[src/qles_pkg.sv]
`timescale 1ns / 1ps
package qles_pkg;

	localparam int CP_W = 21;
	localparam int QUOTE_W = 7;
	localparam int STATUS_W = 3;

	localparam logic [STATUS_W-1:0] ST_REJECT  = 3'd0;
	localparam logic [STATUS_W-1:0] ST_OPEN    = 3'd1;
	localparam logic [STATUS_W-1:0] ST_CONT    = 3'd2;
	localparam logic [STATUS_W-1:0] ST_END     = 3'd3;
	localparam logic [STATUS_W-1:0] ST_BADESC  = 3'd4;
	localparam logic [STATUS_W-1:0] ST_NEWLINE = 3'd5;

	localparam logic [QUOTE_W-1:0] QUOTE_RESET = 7'd34;
	localparam logic [1:0] OCTAL_MAX = 2'd3;

	localparam logic [CP_W-1:0] CH_NEWLINE   = 21'd10;
	localparam logic [CP_W-1:0] CH_DQUOTE    = 21'd34;
	localparam logic [CP_W-1:0] CH_SQUOTE    = 21'd39;
	localparam logic [CP_W-1:0] CH_QMARK     = 21'd63;
	localparam logic [CP_W-1:0] CH_BACKSLASH = 21'd92;
	localparam logic [CP_W-1:0] CH_0         = 21'd48;
	localparam logic [CP_W-1:0] CH_7         = 21'd55;
	localparam logic [CP_W-1:0] CH_9         = 21'd57;
	localparam logic [CP_W-1:0] CH_UA        = 21'd65;
	localparam logic [CP_W-1:0] CH_UF        = 21'd70;
	localparam logic [CP_W-1:0] CH_LA        = 21'd97;
	localparam logic [CP_W-1:0] CH_LB        = 21'd98;
	localparam logic [CP_W-1:0] CH_LF        = 21'd102;
	localparam logic [CP_W-1:0] CH_LN        = 21'd110;
	localparam logic [CP_W-1:0] CH_LR        = 21'd114;
	localparam logic [CP_W-1:0] CH_LT        = 21'd116;
	localparam logic [CP_W-1:0] CH_LV        = 21'd118;
	localparam logic [CP_W-1:0] CH_LX        = 21'd120;

	localparam logic [0:0] REG_QUOTE = 1'b0;

	typedef struct packed {
		logic [CP_W-1:0] code_point;
		logic            is_oct;
		logic            is_hex;
		logic            is_x;
		logic            is_simple;
		logic            is_bs;
		logic            is_nl;
		logic            is_quote;
	} cls_t;

endpackage

[src/qles_if.sv]
`timescale 1ns / 1ps
interface qles_in_if;
	logic                        valid;
	logic                        ready;
	logic [qles_pkg::CP_W-1:0]   code_point;

	modport source (output valid, output code_point, input ready);
	modport sink (input valid, input code_point, output ready);
endinterface

interface qles_out_if;
	logic                          valid;
	logic                          ready;
	logic [qles_pkg::STATUS_W-1:0] status;
	logic [qles_pkg::CP_W-1:0]     echo_point;

	modport source (output valid, output status, output echo_point, input ready);
	modport sink (input valid, input status, input echo_point, output ready);
endinterface

[src/quoted_literal_escape_scanner.sv]
`timescale 1ns / 1ps
// channel   dir  beat payload                       handshake
// in_item   in   code_point[20:0]                   valid/ready
// out_item  out  status[2:0], echo_point[20:0]      valid/ready
// apb       in   quote_char at 0x0 (7 bits)         psel/penable, pready=1
//
// One beat per cycle while out_item is ready; each beat is queued, then registered.
// The front classifies each beat and pushes it into a QUEUE_DEPTH-entry queue;
// the back updates the literal state on each pop and registers the result.
// in_item.ready drops only when the queue is full; out_item stalls hold the
// back while the front keeps filling the queue.
// Reset clears literal state, queue and output valid; quote_char returns to 34.
module quoted_literal_escape_scanner #(
	parameter int QUEUE_DEPTH = 2
) (
	input  logic          clk,
	input  logic          arst_n,
	qles_in_if.sink       in_item,
	qles_out_if.source    out_item,
	input  logic          psel,
	input  logic          penable,
	input  logic          pwrite,
	input  logic [2:0]    paddr,
	input  logic [31:0]   pwdata,
	output logic [31:0]   prdata,
	output logic          pready
);

	logic [qles_pkg::QUOTE_W-1:0] quote_q;
	logic                         full;
	logic                         push;
	qles_pkg::cls_t               push_data;
	logic                         pop;
	logic                         not_empty;
	qles_pkg::cls_t               pop_data;

	assign pready = 1'b1;
	assign prdata = (paddr[2] == qles_pkg::REG_QUOTE) ?
		{{(32 - qles_pkg::QUOTE_W){1'b0}}, quote_q} : 32'd0;

	always_ff @(posedge clk or negedge arst_n) begin
		if (!arst_n) begin
			quote_q <= qles_pkg::QUOTE_RESET;
		end else if (psel && penable && pwrite && (paddr[2] == qles_pkg::REG_QUOTE)) begin
			quote_q <= pwdata[qles_pkg::QUOTE_W-1:0];
		end
	end

	qles_front u_front (
		.in_item   (in_item),
		.quote     (quote_q),
		.full      (full),
		.push      (push),
		.push_data (push_data)
	);

	qles_queue #(
		.DEPTH (QUEUE_DEPTH)
	) u_queue (
		.clk       (clk),
		.arst_n    (arst_n),
		.push      (push),
		.push_data (push_data),
		.full      (full),
		.pop       (pop),
		.not_empty (not_empty),
		.pop_data  (pop_data)
	);

	qles_back u_back (
		.clk       (clk),
		.arst_n    (arst_n),
		.not_empty (not_empty),
		.item      (pop_data),
		.pop       (pop),
		.out_item  (out_item)
	);

endmodule

[src/qles_front.sv]
`timescale 1ns / 1ps
module qles_front (
	qles_in_if.sink                         in_item,
	input  logic [qles_pkg::QUOTE_W-1:0]    quote,
	input  logic                            full,
	output logic                            push,
	output qles_pkg::cls_t                  push_data
);

	logic [qles_pkg::CP_W-1:0] c;

	assign c = in_item.code_point;
	assign in_item.ready = !full;
	assign push = in_item.valid && !full;

	always_comb begin
		push_data.code_point = c;
		push_data.is_oct = (c >= qles_pkg::CH_0) && (c <= qles_pkg::CH_7);
		push_data.is_hex = ((c >= qles_pkg::CH_0) && (c <= qles_pkg::CH_9)) ||
			((c >= qles_pkg::CH_LA) && (c <= qles_pkg::CH_LF)) ||
			((c >= qles_pkg::CH_UA) && (c <= qles_pkg::CH_UF));
		push_data.is_x = (c == qles_pkg::CH_LX);
		push_data.is_simple = (c == qles_pkg::CH_SQUOTE) || (c == qles_pkg::CH_DQUOTE) ||
			(c == qles_pkg::CH_QMARK) || (c == qles_pkg::CH_BACKSLASH) ||
			(c == qles_pkg::CH_LA) || (c == qles_pkg::CH_LB) ||
			(c == qles_pkg::CH_LF) || (c == qles_pkg::CH_LN) ||
			(c == qles_pkg::CH_LR) || (c == qles_pkg::CH_LT) ||
			(c == qles_pkg::CH_LV);
		push_data.is_bs = (c == qles_pkg::CH_BACKSLASH);
		push_data.is_nl = (c == qles_pkg::CH_NEWLINE);
		push_data.is_quote = (c == {{(qles_pkg::CP_W - qles_pkg::QUOTE_W){1'b0}}, quote});
	end

endmodule

[src/qles_queue.sv]
`timescale 1ns / 1ps
module qles_queue #(
	parameter int DEPTH = 2
) (
	input  logic            clk,
	input  logic            arst_n,
	input  logic            push,
	input  qles_pkg::cls_t  push_data,
	output logic            full,
	input  logic            pop,
	output logic            not_empty,
	output qles_pkg::cls_t  pop_data
);

	localparam int PTR_W = (DEPTH > 1) ? $clog2(DEPTH) : 1;
	localparam int CNT_W = $clog2(DEPTH + 1);

	qles_pkg::cls_t    mem_q [DEPTH];
	logic [PTR_W-1:0]  wr_ptr_q;
	logic [PTR_W-1:0]  rd_ptr_q;
	logic [CNT_W-1:0]  cnt_q;

	assign full = (cnt_q == CNT_W'(DEPTH));
	assign not_empty = (cnt_q != '0);
	assign pop_data = mem_q[rd_ptr_q];

	always_ff @(posedge clk) begin
		if (push) begin
			mem_q[wr_ptr_q] <= push_data;
		end
	end

	always_ff @(posedge clk or negedge arst_n) begin
		if (!arst_n) begin
			wr_ptr_q <= '0;
			rd_ptr_q <= '0;
			cnt_q <= '0;
		end else begin
			if (push) begin
				wr_ptr_q <= (wr_ptr_q == PTR_W'(DEPTH - 1)) ? '0 : wr_ptr_q + 1'b1;
			end
			if (pop) begin
				rd_ptr_q <= (rd_ptr_q == PTR_W'(DEPTH - 1)) ? '0 : rd_ptr_q + 1'b1;
			end
			if (push && !pop) begin
				cnt_q <= cnt_q + 1'b1;
			end else if (pop && !push) begin
				cnt_q <= cnt_q - 1'b1;
			end
		end
	end

`ifndef NO_ASSERTIONS
	a_no_overflow: assert property (@(posedge clk) disable iff (!arst_n)
		full |-> !push) else $error("queue push while full");
	a_no_underflow: assert property (@(posedge clk) disable iff (!arst_n)
		!not_empty |-> !pop) else $error("queue pop while empty");
	a_cnt_range: assert property (@(posedge clk) disable iff (!arst_n)
		cnt_q <= CNT_W'(DEPTH)) else $error("queue count out of range");
`endif

endmodule

[src/qles_back.sv]
`timescale 1ns / 1ps
module qles_back (
	input  logic            clk,
	input  logic            arst_n,
	input  logic            not_empty,
	input  qles_pkg::cls_t  item,
	output logic            pop,
	qles_out_if.source      out_item
);

	logic                            in_lit_q;
	logic                            bs_odd_q;
	logic [1:0]                      oct_cnt_q;
	logic                            hex_q;
	logic                            out_vld_q;
	logic [qles_pkg::STATUS_W-1:0]   status_q;
	logic [qles_pkg::CP_W-1:0]       echo_q;

	logic                            in_lit_d;
	logic                            bs_odd_d;
	logic [1:0]                      oct_cnt_d;
	logic                            hex_d;
	logic [qles_pkg::STATUS_W-1:0]   st;

	assign pop = not_empty && (!out_vld_q || out_item.ready);
	assign out_item.valid = out_vld_q;
	assign out_item.status = status_q;
	assign out_item.echo_point = echo_q;

	always_comb begin
		in_lit_d = in_lit_q;
		bs_odd_d = bs_odd_q;
		oct_cnt_d = oct_cnt_q;
		hex_d = hex_q;
		st = qles_pkg::ST_CONT;
		if (!in_lit_q) begin
			if (item.is_quote) begin
				in_lit_d = 1'b1;
				bs_odd_d = item.is_bs;
				oct_cnt_d = 2'd0;
				hex_d = 1'b0;
				st = qles_pkg::ST_OPEN;
			end else begin
				st = qles_pkg::ST_REJECT;
			end
		end else begin
			if ((oct_cnt_q != 2'd0) && (oct_cnt_q < qles_pkg::OCTAL_MAX) && item.is_oct) begin
				oct_cnt_d = oct_cnt_q + 2'd1;
			end else if (hex_q && item.is_hex) begin
				hex_d = 1'b1;
			end else if (bs_odd_q) begin
				if (item.is_oct) begin
					oct_cnt_d = 2'd1;
				end else if (item.is_x) begin
					hex_d = 1'b1;
				end else if (!item.is_simple) begin
					st = qles_pkg::ST_BADESC;
				end
			end else begin
				oct_cnt_d = 2'd0;
				hex_d = 1'b0;
				if (item.is_nl) begin
					st = qles_pkg::ST_NEWLINE;
				end else if (item.is_quote) begin
					st = qles_pkg::ST_END;
				end
			end
			if (st == qles_pkg::ST_CONT) begin
				bs_odd_d = item.is_bs ? !bs_odd_q : 1'b0;
			end else begin
				in_lit_d = 1'b0;
				bs_odd_d = 1'b0;
				oct_cnt_d = 2'd0;
				hex_d = 1'b0;
			end
		end
	end

	always_ff @(posedge clk or negedge arst_n) begin
		if (!arst_n) begin
			in_lit_q <= 1'b0;
			bs_odd_q <= 1'b0;
			oct_cnt_q <= 2'd0;
			hex_q <= 1'b0;
			out_vld_q <= 1'b0;
		end else begin
			if (pop) begin
				in_lit_q <= in_lit_d;
				bs_odd_q <= bs_odd_d;
				oct_cnt_q <= oct_cnt_d;
				hex_q <= hex_d;
				out_vld_q <= 1'b1;
			end else if (out_item.ready) begin
				out_vld_q <= 1'b0;
			end
		end
	end

	always_ff @(posedge clk) begin
		if (pop) begin
			status_q <= st;
			echo_q <= ((st == qles_pkg::ST_OPEN) || (st == qles_pkg::ST_CONT) ||
				(st == qles_pkg::ST_END)) ? item.code_point : '0;
		end
	end

`ifndef NO_ASSERTIONS
	a_err_echo_zero: assert property (@(posedge clk) disable iff (!arst_n)
		out_vld_q && ((status_q == qles_pkg::ST_REJECT) || (status_q == qles_pkg::ST_BADESC) ||
		(status_q == qles_pkg::ST_NEWLINE)) |-> (echo_q == '0))
		else $error("echo not cleared on reject or error");
	a_idle_clean: assert property (@(posedge clk) disable iff (!arst_n)
		!in_lit_q |-> (!bs_odd_q && (oct_cnt_q == 2'd0) && !hex_q))
		else $error("escape state left over while idle");
	a_end_goes_idle: assert property (@(posedge clk) disable iff (!arst_n)
		pop && in_lit_q && (st != qles_pkg::ST_CONT) |=> !in_lit_q)
		else $error("literal still open after end or error");
	a_open_from_idle: assert property (@(posedge clk) disable iff (!arst_n)
		pop && (st == qles_pkg::ST_OPEN) |-> !in_lit_q)
		else $error("open reported inside a literal");
`endif

endmodule
[src/flat_wrapper.sv]
// flat-port wrapper written by rule: the top's interface ports become plain ports
module quoted_literal_escape_scanner_flat 
#(
	parameter int QUEUE_DEPTH = 2
)
  (clk, arst_n, psel, penable, pwrite, paddr, pwdata, prdata, pready, in_item_valid, in_item_code_point, in_item_ready, out_item_valid, out_item_status, out_item_echo_point, out_item_ready);
  qles_in_if in_item_i ();
  qles_out_if out_item_i ();
  input  logic clk;
  input  logic arst_n;
  input  logic psel;
  input  logic penable;
  input  logic pwrite;
  input  logic [2:0] paddr;
  input  logic [31:0] pwdata;
  output logic [31:0] prdata;
  output logic pready;
  input wire logic [$bits(in_item_i.valid)-1:0] in_item_valid;
  input wire logic [$bits(in_item_i.code_point)-1:0] in_item_code_point;
  output wire logic [$bits(in_item_i.ready)-1:0] in_item_ready;
  output wire logic [$bits(out_item_i.valid)-1:0] out_item_valid;
  output wire logic [$bits(out_item_i.status)-1:0] out_item_status;
  output wire logic [$bits(out_item_i.echo_point)-1:0] out_item_echo_point;
  input wire logic [$bits(out_item_i.ready)-1:0] out_item_ready;
  assign in_item_i.valid = in_item_valid;
  assign in_item_i.code_point = in_item_code_point;
  assign in_item_ready = in_item_i.ready;
  assign out_item_valid = out_item_i.valid;
  assign out_item_status = out_item_i.status;
  assign out_item_echo_point = out_item_i.echo_point;
  assign out_item_i.ready = out_item_ready;
  quoted_literal_escape_scanner #(.QUEUE_DEPTH(QUEUE_DEPTH)) u_core (.clk(clk), .arst_n(arst_n), .in_item(in_item_i), .out_item(out_item_i), .psel(psel), .penable(penable), .pwrite(pwrite), .paddr(paddr), .pwdata(pwdata), .prdata(prdata), .pready(pready));
endmodule
[config.mk]
export PLATFORM = sky130hd
export DESIGN_NAME = quoted_literal_escape_scanner_flat
export DESIGN_NICKNAME = d
export VERILOG_FILES = /design/src/qles_pkg.sv /design/src/qles_if.sv /design/src/quoted_literal_escape_scanner.sv /design/src/qles_front.sv /design/src/qles_queue.sv /design/src/qles_back.sv /design/src/flat_wrapper.sv
export SDC_FILE = /design/constraint.sdc
export NUM_CORES = 1
export LEC_CHECK = 0
export BUFFER_PORTS_ARGS = -buffer_cell sky130_fd_sc_hd__buf_2
export CAP_MARGIN = 5
export CELL_PAD_IN_SITES_DETAIL_PLACEMENT = 0
export CELL_PAD_IN_SITES_GLOBAL_PLACEMENT = 1
export CORE_MARGIN = 3
export CORE_UTILIZATION = 43
export CTS_BUF_LIST = sky130_fd_sc_hd__clkbuf_4 sky130_fd_sc_hd__clkbuf_8 sky130_fd_sc_hd__clkbuf_16
export CTS_CLUSTER_SIZE = 20
export DETAILED_ROUTE_END_ITERATION = 7
export HOLD_SLACK_MARGIN = 0.12
export PLACE_DENSITY_LB_ADDON = 0.1
export REMOVE_ABC_BUFFERS = 1
export SKIP_LAST_GASP = 1
export SYNTH_ARGS = -nofsm -noshare
export SYNTH_HDL_FRONTEND = slang
export SYNTH_HIERARCHICAL = 1
export SYNTH_SLANG_ARGS = --single-unit
[constraint.sdc]
create_clock -name clk -period 3.3 [get_ports clk]
set_clock_uncertainty 0.05 [all_clocks]
set_input_delay 0 -clock clk [delete_from_list [all_inputs] [get_ports clk]]
set_output_delay 0 -clock clk [all_outputs]
set_load 0.02 [all_outputs]
==> impl_metrics.ini <==
[worst_setup_path]
endpoint_kind = register
worstPathRequired_ns = 3.36
cp.arrival_ns = 2.85
path_max_fanout = 22
ff2ff_path_depth = 6
timing.rr.end = u_core/u_back/out_item.echo_point[6]$_SDFFCE_PN0P_
max_stage_delay_ns = 0.59
r2r_setup_slack_ns = 0.51
worst_setup_path_start_kind = register
reg2reg_from = u_core/u_queue/rd_ptr_q$_DFFE_PN0P_
slowest_stage = dfrtp_1
crit_chain = mux2_2 -> or4b_1 -> a222oi_1 -> nand2_1 -> buf_4 -> and3_1
path_class = register to register

[sta]
final-setup-viol-count = 0
finalMaxSlewViolations = 0
worstMarginPinSlew_ns = 0.773
rsz0062_at_grt = no
period_minus_slack_ns = 2.79
holdWs_ns = 0.334
fin_crit_sh_pct = 84.6
timing.setup.tns_ns = 0
max_freq_mhz = 358
hold_viol = 0
relSlewSlack_pct = 48.3

[final_layout]
syn_to_final_growth_pct = 16.5
antennaDiodeCount = 0
fin_nets = 490
layout-drive-gt1-share_pct = 32.7

[power_and_ir_drop]
p_leak_uw = 0.00223
p_per_area_mw_per_mm2 = 800
irDropWorstVdd_mv = 0.307

[clock_tree]
clockBufferDepth = 2
clock_latency_ns = 0.35
clk_pin_slew_ns = 0.10
clock_tree.root_cell = clkbuf_8
cts_inserted_buffers = 9
cts_tree = done
htree_levels = 3
clkSinkCount = 97

[synthesis]
yosys.area.top_type = edfxtp_1
ys_seq_area_share_pct = 59.8
synth-edff-count = 80
async_reset_ff_share_pct = 17.5
synth.avg_cell_area_sq_um = 13.9
synth_area_leaders = edfxtp_1, dfrtp_1, buf_4
yosysUniqueCellTypes = 61
synth_top_area_share_pct = 50.8
synthCells = 341
synth_ff_type = edfxtp_1
syn_area_sq_mm = 0.00473
yosys_warnings = 6
synth_seq_cells = 97

[die]
ios = 122
rows = 37
die_h_microns = 111
dieArea_sq_mm = 0.0123
dieWidth_microns = 111
initial_core_util_pct = 45.0
coreArea_sq_mm = 0.0105

[drt]
firstDrtPassIters = 4
post_drt_wl_per_cell_microns = 15.4
drc = 0
drt-initial-drc-count = 89
vias_per_cell = 4.95
ant_nets = 0
vias = 2809
wirelength_microns = 8730

[grt]
overflow = 0
use_met3_pct = 3.55
gr-max-usage-layer = met2
antenna_found_initial = 0
grt_pass1_wl_microns = 14800
grt_use_met1_pct = 19.9
grt_max_degree = 29
grt_pass1_vias = 2863
grt_use_total_pct = 15.0
grt_use_met2_pct = 24.1

[hold_path]
worstHoldPathType = primary input to register
holdPathStages = 2
hold_path_end = u_core/u_queue/mem_q[0][24]$_DFFE_PP_
hold_start = in_item_code_point[17]

[placement]
hpwl_microns = 5500
place_congestion = 0.755
io_buffers = 68

[run]
drv_cap = 0

[run_status]
status = finished clean
==> power by group <==
group | switching [uW] | total, uW | leakage (uW) | internal, uW
clock | 421 | 778 | 0.0000996 | 358
sequential | 172 | 2000 | 0.000971 | 1830
combinational | 933 | 1630 | 0.00115 | 698
==> cell families after synthesis <==
logic type,Yosys count,synth area share (%)
DFF,97,59.8
and+or+nand+nor,91,13.3
buffers and inverters,71,10.3
muxes,36,9.34
AOI/OAI and AO/OA,29,4.21
xor gates and xnor gates,13,2.41
adders and majority gates,2,0.476
other,2,0.159
==> timing repair <==
item                                   CTS  global route
resized for setup                        0             0
hold buffers                            40             0
endpoints found under the hold margin   78             0
buffers inserted                         0             0
==> layout make-up <==
cell class,count,area [sq um]
fill,894,5000
multi-input combinational,197,1500
inverter,8,30.0
clock buffer,9,124
timing repair buffer,113,778
clock inverter,7,75.1
sequential,97,2830
tap,136,170
==> synth_stat cells, types with 3 or more instances <==
master and count:
and3_1 22, nor4b_1 3, nor2_1 6, inv_1 8
nand2b_1 6, nor2b_1 5, mux2_2 25, dfrtp_1 15
clkbuf_1 6, buf_2 4, a21oi_1 6, xor2_1 5
mux2_4 10, nand3_1 5, edfxtp_1 80, buf_6 3
nand2_1 12, and2b_2 7, buf_4 49, o21ai_0 3
nand4_1 3, xnor2_1 8
==> sequential cells by signal (all words and copies together) (netlist names) <==
name,flops
u_core/quote_q,7
u_core/u_queue/mem_q,56
u_core/u_back/oct_cnt_q,2
u_core/u_queue/cnt_q,2
u_core/u_back/out_item.echo_point,21
u_core/u_back/bs_odd_q,1
u_core/u_back/in_lit_q,1
u_core/u_queue/rd_ptr_q,1
u_core/u_back/hex_q,1
u_core/u_back/out_item.valid,1
u_core/u_back/out_item.status,3
u_core/u_queue/wr_ptr_q,1
==> through the flow <==
| step | total power, uW | utilization, % | setup slack, ns | instance area [sq um] | cells |
|---|---|---|---|---|---|
| floorplan | 3120 | - | 0.148 | 4360 | 302 |
| global placement | 3600 | 46.7 | 0.519 | 4910 | 511 |
| detailed placement | 3630 | 46.7 | 0.488 | 4910 | 511 |
| CTS | 4480 | 52.4 | 0.459 | 5510 | 567 |
| global route | 4710 | 52.4 | 0.300 | 5510 | 567 |
| finish | 4410 | 52.4 | 0.507 | 5510 | 567 |
==> layout by cell type, fill, tap and decap left out, types with 6 or more instances in the layout <==
cell type / synthesis / final
a21oi_1: 6 / 6
and2b_2: 7 / 7
and3_1: 22 / 22
buf_2: 4 / 68
clkbuf_8: 0 / 9
conb_1: 2 / 26
dfrtp_1: 15 / 15
dlygate4sd3_1: 0 / 40
edfxtp_1: 80 / 80
inv_1: 8 / 8
mux2_2: 25 / 25
mux2_4: 10 / 10
nand2_1: 12 / 12
nand2b_1: 6 / 6
nor2_1: 6 / 6
xnor2_1: 8 / 8
==> metal layers <==
| layer | wire (microns) | part of all wire, % | vias up |
|---|---|---|---|
| met5 | 0 | 0 | - |
| li1 | - | - | 1343 |
| met3 | 472 | 5.4 | 13 |
| met2 | 4170 | 48 | 87 |
| met1 | 3930 | 45 | 1366 |
| met4 | 156 | 1.8 | 0 |
==> critical path: cells and delay by family (launching register included) <==
family | cells | cell delay (ns)
mux | 1 | 0.48
compound gates | 1 | 0.36
simple gates | 3 | 0.84
buf+inv | 1 | 0.22
flops | 1 | 0.59
==> worst max path at each step <==
stage / start / end / slack [ns] / cells after the start
after global placement: u_core/u_queue/rd_ptr_q$_DFFE_PN0P_ / u_core/u_back/out_item.echo_point[0]$_SDFFCE_PN0P_ / 0.52 / 6
after floorplan: u_core/u_queue/rd_ptr_q$_DFFE_PN0P_ / u_core/u_back/out_item.echo_point[0]$_SDFFCE_PN0P_ / 0.15 / 5
final: u_core/u_queue/rd_ptr_q$_DFFE_PN0P_ / u_core/u_back/out_item.echo_point[6]$_SDFFCE_PN0P_ / 0.51 / 6
after detailed placement: u_core/u_queue/rd_ptr_q$_DFFE_PN0P_ / u_core/u_back/out_item.echo_point[6]$_SDFFCE_PN0P_ / 0.49 / 6
after CTS: u_core/u_queue/rd_ptr_q$_DFFE_PN0P_ / u_core/u_back/out_item.echo_point[0]$_SDFFCE_PN0P_ / 0.46 / 6
after global routing: u_core/u_queue/rd_ptr_q$_DFFE_PN0P_ / u_core/u_back/out_item.echo_point[0]$_SDFFCE_PN0P_ / 0.30 / 6
Power figures use the tool's default switching activity.
